==> src/rtl/core/lbs_pkg.sv <==
// ----------------------------------------------------------------------------
// lbs_pkg: shared types and constants for the vertex skinning block
// Request and response item types, sequencer states and the
// controller/datapath command and status structs.
// ----------------------------------------------------------------------------
package lbs_pkg;

   localparam int MAX_BONES_DEF = 64;
   localparam int FRAC_BITS_DEF = 16;
   localparam int WORD_BITS_DEF = 32;
   localparam int ACC_BITS      = 48;
   localparam int WEIGHT_FRAC   = 16;
   localparam int MAT_ELEMS     = 16;
   localparam int BONE_BITS     = 6;
   localparam int ELEM_BITS     = 4;
   localparam int WEIGHT_BITS   = 17;
   localparam int POS_BITS      = 32;

   localparam logic OP_LOAD    = 1'b0;
   localparam logic OP_CONTRIB = 1'b1;
   localparam logic SEL_POSE   = 1'b0;
   localparam logic SEL_BIND   = 1'b1;

   typedef struct packed {
      logic                          opcode;
      logic                          matrix_select;
      logic [BONE_BITS-1:0]          bone_index;
      logic [ELEM_BITS-1:0]          element_index;
      logic signed [POS_BITS-1:0]    element_value;
      logic signed [POS_BITS-1:0]    pos_x;
      logic signed [POS_BITS-1:0]    pos_y;
      logic signed [POS_BITS-1:0]    pos_z;
      logic [WEIGHT_BITS-1:0]        bone_weight;
      logic                          last_bone;
   } req_item_type;

   typedef struct packed {
      logic signed [POS_BITS-1:0] out_x;
      logic signed [POS_BITS-1:0] out_y;
      logic signed [POS_BITS-1:0] out_z;
      logic                       divide_fault;
   } rsp_item_type;

   typedef enum logic [3:0] {
      ST_IDLE,
      ST_MAT1,
      ST_MAT2,
      ST_CHECK,
      ST_DIV,
      ST_ACC,
      ST_EMIT,
      ST_WAIT
   } lbs_state_type;

   // Command from controller to datapath.
   typedef struct packed {
      logic capture;     // latch the accepted request
      logic write_mem;   // store a matrix element
      logic mat_start;   // begin a matrix pass (reads element 0)
      logic mat_step;    // one multiply-accumulate step
      logic mat_second;  // pass uses pose matrix and first result
      logic div_start;
      logic div_step;
      logic acc_step;
      logic set_fault;
      logic emit;        // load the output register and clear sums
   } lbs_cmd_type;

   typedef struct packed {
      logic mat_done;
      logic div_done;
      logic acc_done;
      logic w_zero;
      logic bone_ok;
      logic is_load;
      logic is_last;
   } lbs_status_type;

endpackage

==> src/rtl/core/lbs_ctrl.sv <==
// ----------------------------------------------------------------------------
// lbs_ctrl: sequencer for the skinning datapath
// Walks each load through its write, each contribution through two matrix passes,
// divide and accumulate (skipped for a zero w); holds the response until taken.
// ----------------------------------------------------------------------------
module lbs_ctrl
   import lbs_pkg::*;
(
   input  logic           clock,
   input  logic           reset,
   input  logic           req_valid,
   output logic           req_ready,
   output logic           rsp_valid,
   input  logic           rsp_ready,
   input  lbs_status_type status,
   output lbs_cmd_type    cmd
);
   lbs_state_type state_ff, state_in;
   logic          rsp_valid_ff, rsp_valid_in;
   logic          rsp_free;

   // The output register can take a new item when it is empty or being drained.
   assign rsp_free = !rsp_valid_ff || rsp_ready;

   always_comb begin
      state_in = state_ff;
      case (state_ff)
         ST_IDLE:  if (req_valid) state_in = ST_WAIT;
         ST_WAIT: begin
            if (status.is_load) state_in = ST_IDLE;
            else if (!status.bone_ok) state_in = status.is_last ? ST_EMIT : ST_IDLE;
            else state_in = ST_MAT1;
         end
         ST_MAT1:  if (status.mat_done) state_in = ST_MAT2;
         ST_MAT2:  if (status.mat_done) state_in = ST_CHECK;
         ST_CHECK: begin
            if (status.w_zero) state_in = status.is_last ? ST_EMIT : ST_IDLE;
            else state_in = ST_DIV;
         end
         ST_DIV:   if (status.div_done) state_in = ST_ACC;
         ST_ACC:   if (status.acc_done) state_in = status.is_last ? ST_EMIT : ST_IDLE;
         ST_EMIT:  if (rsp_free) state_in = ST_IDLE;
         default:  state_in = ST_IDLE;
      endcase
   end

   always_comb begin
      cmd = '0;
      case (state_ff)
         ST_IDLE:  cmd.capture = req_valid;
         ST_WAIT: begin
            cmd.write_mem = status.is_load && status.bone_ok;
            cmd.mat_start = !status.is_load && status.bone_ok;
         end
         ST_MAT1: begin
            cmd.mat_step  = 1'b1;
            cmd.mat_start = status.mat_done;
            cmd.mat_second = status.mat_done;
         end
         ST_MAT2: begin
            cmd.mat_step   = 1'b1;
            cmd.mat_second = 1'b1;
         end
         ST_CHECK: begin
            cmd.set_fault = status.w_zero;
            cmd.div_start = !status.w_zero;
         end
         ST_DIV:   cmd.div_step = 1'b1;
         ST_ACC:   cmd.acc_step = 1'b1;
         ST_EMIT:  cmd.emit = rsp_free;
         default:  cmd = '0;
      endcase
   end

   always_comb begin
      rsp_valid_in = rsp_valid_ff;
      if (rsp_valid_ff && rsp_ready) rsp_valid_in = 1'b0;
      if (cmd.emit) rsp_valid_in = 1'b1;
   end

   always_ff @(posedge clock) begin
      if (reset) begin
         state_ff     <= ST_IDLE;
         rsp_valid_ff <= 1'b0;
      end else begin
         state_ff     <= state_in;
         rsp_valid_ff <= rsp_valid_in;
      end
   end

   assign req_ready = (state_ff == ST_IDLE);
   assign rsp_valid = rsp_valid_ff;
endmodule

==> config.mk <==
export PLATFORM = sky130hd
export DESIGN_NAME = lbs_ctrl
export DESIGN_NICKNAME = d
export VERILOG_FILES = /design/src/rtl/core/lbs_pkg.sv /design/src/rtl/core/lbs_ctrl.sv
export SDC_FILE = /design/constraint.sdc
export NUM_CORES = 1
export LEC_CHECK = 0
export ABC_AREA = 1
export BUFFER_PORTS_ARGS = -buffer_cell sky130_fd_sc_hd__clkbuf_2
export CAP_MARGIN = 20
export CORE_MARGIN = 3
export CORE_UTILIZATION = 25
export DETAILED_ROUTE_END_ITERATION = 8
export GPL_ROUTABILITY_DRIVEN = 0
export PLACE_DENSITY_LB_ADDON = 0.25
export SKIP_LAST_GASP = 1
export SLEW_MARGIN = 20
export SYNTH_ARGS = -nofsm -noshare
export SYNTH_HDL_FRONTEND = slang
export SYNTH_SLANG_ARGS = --single-unit
==> constraint.sdc <==
create_clock -name clock -period 1.6 [get_ports clock]
set_input_delay 0.08 -clock clock [delete_from_list [all_inputs] [get_ports clock]]
set_output_delay 0.08 -clock clock [all_outputs]
set_load 0.02 [all_outputs]
==> Word level (Yosys, flattened, before mapping) <==
Cells that the tools add are included.
{ "word_totals": {"reg_bits": 5, "input_bits": 11, "out_inout_bits": 12} }
{ "op_classes": {"n_eq_ne": 13, "muxes": 22, "reduce_logical": 10} }
{ "ops": {"columns": ["op", "count"], "rows": [
  ["$pmux W4 S8", 1],
  ["$mux W4", 6],
  ["$eq A4 B3 Y1 const B", 4],
  ["$mux W3", 4],
  ["$ne A2 B2 Y1 const B", 6],
  ["$mux W1", 9],
  ["$eq A4 B2 Y1 const B", 2],
  ["$reduce_and A6 Y1", 1],
  ["$eq A4 B1 Y1 const B", 1],
  ["$logic_not A4 Y1", 1],
  ["$pmux W2 S2", 1],
  ["$logic_and A1 B1 Y1", 3],
  ["$logic_not A1 Y1", 3],
  ["$pmux W1 S2", 1],
  ["$reduce_bool A2 Y1", 1],
  ["$logic_or A1 B1 Y1", 1]
]} }

==> Logic depth before layout (Yosys ltp) <==
Gate-level depths: netlist of run 1.
{ "logic_depth": {"ltp_word": 4, "mapped_depth": 9, "mapped_depth_nobuf": 8} }

==> Worst setup path before layout of run 1 <==
Ideal clock, no wire load.
{ "synth_timing": {"kind": "register -> output", "start": "register state_ff[2]", "end": "output cmd[5] in the netlist's numbering", "arrival_ns": 1.102, "slack_ns": 0.418, "path_stages_with_launch": 5, "n_path_buf": 1, "path_cell_list": "dfxtp_1 buf_6 inv_4 nand3_2 o21ai_0"} }
{ "synth_rtl": {"columns": ["item", "line", "text"], "rows": [
  ["from (decl)", "lbs_ctrl.sv:18", "lbs_state_type state_ff, state_in;"],
  ["from (signal assigned)", "lbs_ctrl.sv:86", "state_ff <= state_in;"],
  ["to (decl)", "lbs_ctrl.sv:16", "output lbs_cmd_type cmd"]
]} }

==> metrics.txt, run 1 <==
cts hold-fix bufs 0; Mapped Area 527 um^2; initial antenna violation count 0; count leader, synth nand2_1; placed inst area 634 um^2; Simple-Gate Fraction of Synth Area 0.525; Yosys warning total 0; hpwl dp 1070 um; Total GRT Usage 0.105; height of the die 51.9 um; Adder-Cell Fraction of Synth Area 0; die area 2690 um^2; Pwr Density 2130 nW/um^2; cts bufs inserted 3; placed insts 126; Slew @ Worst Pin 0.252 ns; Gate Count Post-Synth 82; largest net degree at the start of global routing 10; HP Class in2reg; slowest CP cell dfxtp_2; final worst-path setup slack 0.225 ns; CTS Root Buffer Type clkbuf_4; vias in the first global route 541; Non-Filler Instances 129; crit path time final 1.37 ns; layout cells sized above 1 0.481; # setup viols final 0; # diodes 0; fmax 727 MHz; GR Overflow Total 0; Port Buffers 22; I/O pin count 23; top_reg_cell synth dfxtp_1; Distinct cells, synth 21; Worst Path Required 1.52 ns; Combinational Power Share 0.732; area of the core 1860 um^2; FF+latch count, synth 4; max-cap viol count 0; slew margin rel. 0.832; TritonRoute pass-1 iters 4; average cell area after synthesis 6.42 um^2; CTS Sinks 4; TNS Setup 0 ns; Sw Ratio 0.576; cell area after layout 659 um^2; critical path fanouts, max 8; initial core utilization 0.284; via count 559; Reg clk slew, reported paths 0.04 ns; sequential power share 0.177; leak pwr 0.353 nW; Worst Path Class, Setup reg2out; compound-gate portion of the synthesized area 0.121; Final Hold Viols 0; sequential share of the synthesized area 0.152; Yosys top cell area share 0.152; CTS tree done; crit share post-route 0.859; clk_lat worst skew 0.24 ns; CTS resizes 0; outcome finished, final reports clean; post-place setup slack 0.226 ns; Clk pwr share 0.091; top cell types by occurrence after synthesis nand2_1 (13), inv_1 (11), nor2_1 (7); Syn Nets 93; DR iter-0 viols 17; # nets final 117; largest family of logic cells by synthesized area simple AND/OR/NAND/NOR gates; Synth area leaders dfxtp_1 (15%), nand3_2 (9.5%), nand2_1 (9.3%); worst vdd ir 0.662 mV; die width 51.9 um; P_sw 0.000810 W; slowest stage delay, CP 0.45 ns; Synth area leader dfxtp_1; Slew Limit Fails 0; Vias/cell 4.33; Critical Path AT 1.29 ns; Max H-tree Level 1; WL/cell 9.73 um; worst-path cell chain nand2_1 -> nor2_1 -> nand3_1 -> o21ai_0 -> clkbuf_2; Internal 0.000595 W; DRT antenna net count 0; # Post-CTS Setup Buffers 0; Max Root-Sink Buffers 2; crit end category output port; num rows 15; XOR/XNOR Fraction of Synth Area 0; Final Skew 0.00460 ns; RSZ-0062 raised after global routing false; synthesis-to-finish area growth 25.2%; mux cell area share after synthesis 0; Post-synth ARST share 0; number of flops mapped to enable cells by yosys 0; first-pass GRT wire length 2180 um; Startpoint Class flip-flop; final wirelength 1260 um; DRC 0
==> critical path: cells and delay by family (launching register included) <==
kind | cells | cell delay, ns
buffers and inverters | 1 | 0.19
AOI/OAI and AO/OA | 1 | 0.09
DFF | 1 | 0.45
and+or+nand+nor | 3 | 0.32
==> placed cells by master, fill, tap and decap left out, types with 3 or more instances in the layout <==
cell	n
clkbuf_2	22
nand2_1	13
inv_1	11
nor2_1	7
a21oi_1	6
nand3_1	6
nand3_2	5
o21ai_0	5
nor2_2	5
inv_2	3
clkbuf_4	3
==> per-layer routing <==
| layer | global-route usage | wire [um] | vias to the layer above |
|---|---|---|---|
| met5 | 0 | 0 | - |
| met4 | 0.0393 | 0 | 0 |
| met3 | 0.0258 | 99 | 0 |
| met2 | 0.174 | 609 | 21 |
| met1 | 0.130 | 546 | 236 |
| li1 | - | - | 302 |
==> layout make-up <==
| type | instances | area [um^2] |
|---|---|---|
| clock buffers | 3 | 22.5 |
| well taps | 25 | 31.3 |
| flip-flops and latches | 4 | 82.6 |
| repair buffers | 23 | 118 |
| multi-input cells | 58 | 340 |
| inverters | 16 | 65.1 |
| fillers | 208 | 1200 |
==> worst paths after layout <==
path / start / end / slack (ns) / cells after the start
setup reg to reg: state_ff[1]$_SDFFE_PP0P_ / state_ff[1]$_SDFFE_PP0P_ / 0.34 / 8
hold / removal: reset / state_ff[0]$_SDFFE_PP0P_ / 0.06 / 2
hold reg to reg: rsp_valid$_SDFFE_PP0P_ / rsp_valid$_SDFFE_PP0P_ / 0.55 / 2
setup / recovery: state_ff[0]$_SDFFE_PP0P_ / cmd[7] / 0.23 / 5
==> per-stage QoR <==
step / hold WS, ns / util / power [W]
floorplan: 0.149 / - / 0.00110
finish: 0.0586 / 0.355 / 0.00141
global route: 0.0651 / 0.355 / 0.00154
detailed placement: 0.306 / 0.341 / 0.00128
global placement: 0.305 / 0.341 / 0.00128
CTS: 0.0561 / 0.354 / 0.00141
==> power by group through the flow <==
| stage | combinational, W | sequential [W] | clock [W] |
|---|---|---|---|
| after CTS | 0.00104 | 0.000242 | 0.000133 |
| final | 0.00103 | 0.000249 | 0.000128 |
| after global placement | 0.00103 | 0.000241 | 0 |
| after floorplan | 0.000938 | 0.000165 | 0 |
| after global routing | 0.00114 | 0.000258 | 0.000141 |
| after detailed placement | 0.00103 | 0.000247 | 0 |
==> state kept, by name, summed over array words and instances, names as in the netlist <==
name,flops
state_ff,3
rsp_valid,1
==> kinds of logic (layout without fill, tap and decap cells) <==
| logic type | after synthesis | in the layout |
|---|---|---|
| AOI/OAI and AO/OA | 12 | 12 |
| DFF | 4 | 4 |
| and+or+nand+nor | 46 | 46 |
| buffers and inverters | 20 | 42 |
(Power assumes the default switching activity.)
==> run 2, diff against run 1 <==
--- a/config.mk
+++ b/config.mk
@@ -8,8 +8,10 @@
 export ABC_AREA = 1
 export BUFFER_PORTS_ARGS = -buffer_cell sky130_fd_sc_hd__clkbuf_2
 export CAP_MARGIN = 20
+export CELL_PAD_IN_SITES_DETAIL_PLACEMENT = 2
+export CELL_PAD_IN_SITES_GLOBAL_PLACEMENT = 2
 export CORE_MARGIN = 3
-export CORE_UTILIZATION = 25
+export CORE_UTILIZATION = 24
 export DETAILED_ROUTE_END_ITERATION = 8
 export GPL_ROUTABILITY_DRIVEN = 0
 export PLACE_DENSITY_LB_ADDON = 0.25
==> metrics.txt, run 2 (same netlist as run 1, synthesis figures left out) <==
outcome finished, final reports clean; # setup viols final 0 (unchanged); synthesis-to-finish area growth 28.3%; Max Root-Sink Buffers 2 (unchanged); clk_lat worst skew 0.24 ns (about the same); cts bufs inserted 3 (unchanged); crit path time final 1.39 ns (+0.0134 ns); Pwr Density 2180 nW/um^2 (+2.2%); leak pwr 0.363 nW (+2.9%); Sw Ratio 0.576 (about the same); Slew @ Worst Pin 0.209 ns (-0.0431 ns); worst-case reg-to-reg path depth 9 (+1); hpwl dp 1420 um (+33%); Vias/cell 4.51 (+4.1%); GR Overflow Total 0 (unchanged); WHS Endpoint state_ff[2]$_SDFFE_PP0P_; placed insts 130 (+3.2%); # diodes 0 (unchanged); CTS tree done; HP Class in2reg; most frequent cells in the layout clkbuf_2 (22), nand2_1 (13), inv_1 (11), nor2_1 (7); Non-Filler Instances 133 (+3.1%); critical path fanouts, max 8 (unchanged); I/O pin count 23 (unchanged); Hold Crit Depth 2 (unchanged); Combinational Power Share 0.782 (+0.050); cts hold-fix bufs 0 (unchanged); vias in the first global route 658 (+22%); largest net degree at the start of global routing 9 (-1); Final Hold Viols 0 (unchanged); initial core utilization 0.261 (-0.0230); num rows 16 (+1); area of the core 2020 um^2 (+8.8%); via count 600 (+7.3%); first-pass GRT wire length 2830 um (+30%); CTS Sinks 4 (unchanged); Fill cells 261 (+25%); worst reg2reg endpoint state_ff[1]$_SDFFE_PP0P_; Max H-tree Level 1 (unchanged); Total GRT Usage 0.135 (+0.0295); height of the die 52.9 um (+1.8%); Largest Register state_ff; placed inst area 652 um^2 (+2.8%); DRC 0 (unchanged); crit end category output port; max-cap viol count 0 (unchanged); Internal 0.000623 W (+4.7%); # nets final 119 (+1.7%); slew margin rel. 0.859 (+0.0272); TNS Setup 0 ns (unchanged); initial antenna violation count 0 (unchanged); crit share post-route 0.868 (+0.00837); Worst Path Class, Setup reg2out; Util after Layout 0.334 (-0.0207); Critical Path AT 1.31 ns (+0.02 ns); Clk pwr share 0.087 (-0.004); die area 2790 um^2 (+3.7%); Crit Reg-Reg Startpoint state_ff[1]$_SDFFE_PP0P_; DRT antenna net count 0 (unchanged); cell area after layout 676 um^2 (+2.5%); Worst Path Required 1.52 ns (about the same); layout cells sized above 1 0.481 (about the same); Slew Limit Fails 0 (unchanged); final wirelength 1590 um (+27%); fmax 720 MHz (-0.97%); r2r setup slk 0.35 ns (about the same); number of flip-flops under the largest register name 3 (unchanged); TritonRoute pass-1 iters 4 (unchanged); Startpoint Class flip-flop; commonest non-fill, non-tap cell in the layout clkbuf_2; die width 52.9 um (+1.8%); sequential power share 0.131 (-0.046); Port Buffers 22 (unchanged); CTS Root Buffer Type clkbuf_4; Final Skew 0.00202 ns (-0.00258 ns); DR iter-0 viols 2 (-15); WL/cell 11.9 um (+23%); hold path start reset; worst vdd ir 0.564 mV (-15%); P_sw 0.000848 W (+4.7%); Reg clk slew, reported paths 0.04 ns (about the same); hold slack 0.0491 ns (-0.00949 ns); RSZ-0062 raised after global routing false
## run 2: cell types whose count changed in the layout (fill, tap and decap cells not counted)
cell,change
buf_4,+2
dfxtp_1,+1
dfxtp_2,-1
## run 2: timing repair
item | in CTS | in global routing
resized for setup | 0 | 1
setup buffers | 0 | 0
setup endpoints to repair | 0 | 1
## run 2: how the worst max path moves through the flow
stage	from	end	slack [ns]	depth (start not counted)
after floorplan	state_ff[2]$_SDFFE_PP0P_	cmd[5]	0.42	4
after global placement	state_ff[2]$_SDFFE_PP0P_	state_ff[0]$_SDFFE_PP0P_	0.30	6
after detailed placement	state_ff[2]$_SDFFE_PP0P_	state_ff[1]$_SDFFE_PP0P_	0.25	8
after CTS	state_ff[2]$_SDFFE_PP0P_	cmd[7]	0.11	5
after global routing	state_ff[1]$_SDFFE_PP0P_	cmd[7]	0.08	6
final	state_ff[1]$_SDFFE_PP0P_	cmd[7]	0.21	6
## run 2: power groups by stage
stage               combinational, W  clock (W)  sequential [W]
finish                       0.00115   0.000127        0.000193
global route                 0.00130   0.000138        0.000200
CTS                          0.00118   0.000134        0.000191
detailed placement           0.00117          0        0.000192
global placement             0.00115          0        0.000189
floorplan                   0.000938          0        0.000165
## run 2: per-stage QoR
stage | setup slack, ns | power, W
detailed placement | 0.255 | 0.00136
CTS | 0.114 | 0.00150
finish | 0.212 | 0.00147
global placement | 0.301 | 0.00134
global route | 0.0755 | 0.00164
floorplan | 0.418 | 0.00110
## run 2: layout make-up
type	instances	area, um^2	area share
sequential	4	81.3	0.120
tap	27	33.8	0.0500
inverter	16	65.1	0.0963
clock buffer	3	22.5	0.0333
timing repair buffer	25	133	0.196
multi-input combinational	58	340	0.504
## run 2: metal layers
| metal | wire (um) | global-route usage |
|---|---|---|
| met2 | 770 | 0.240 |
| met4 | 0 | 0.0128 |
| met3 | 81 | 0.0394 |
| met5 | 0 | 0 |
| met1 | 736 | 0.163 |
## run 2: critical path, cell delays in order (launching register included)
cell and delay (ns):
dfxtp_1 0.30, buf_4 0.18, nand2_1 0.10, nor2_1 0.09, nand3_1 0.11, o21ai_0 0.09
clkbuf_2 0.19
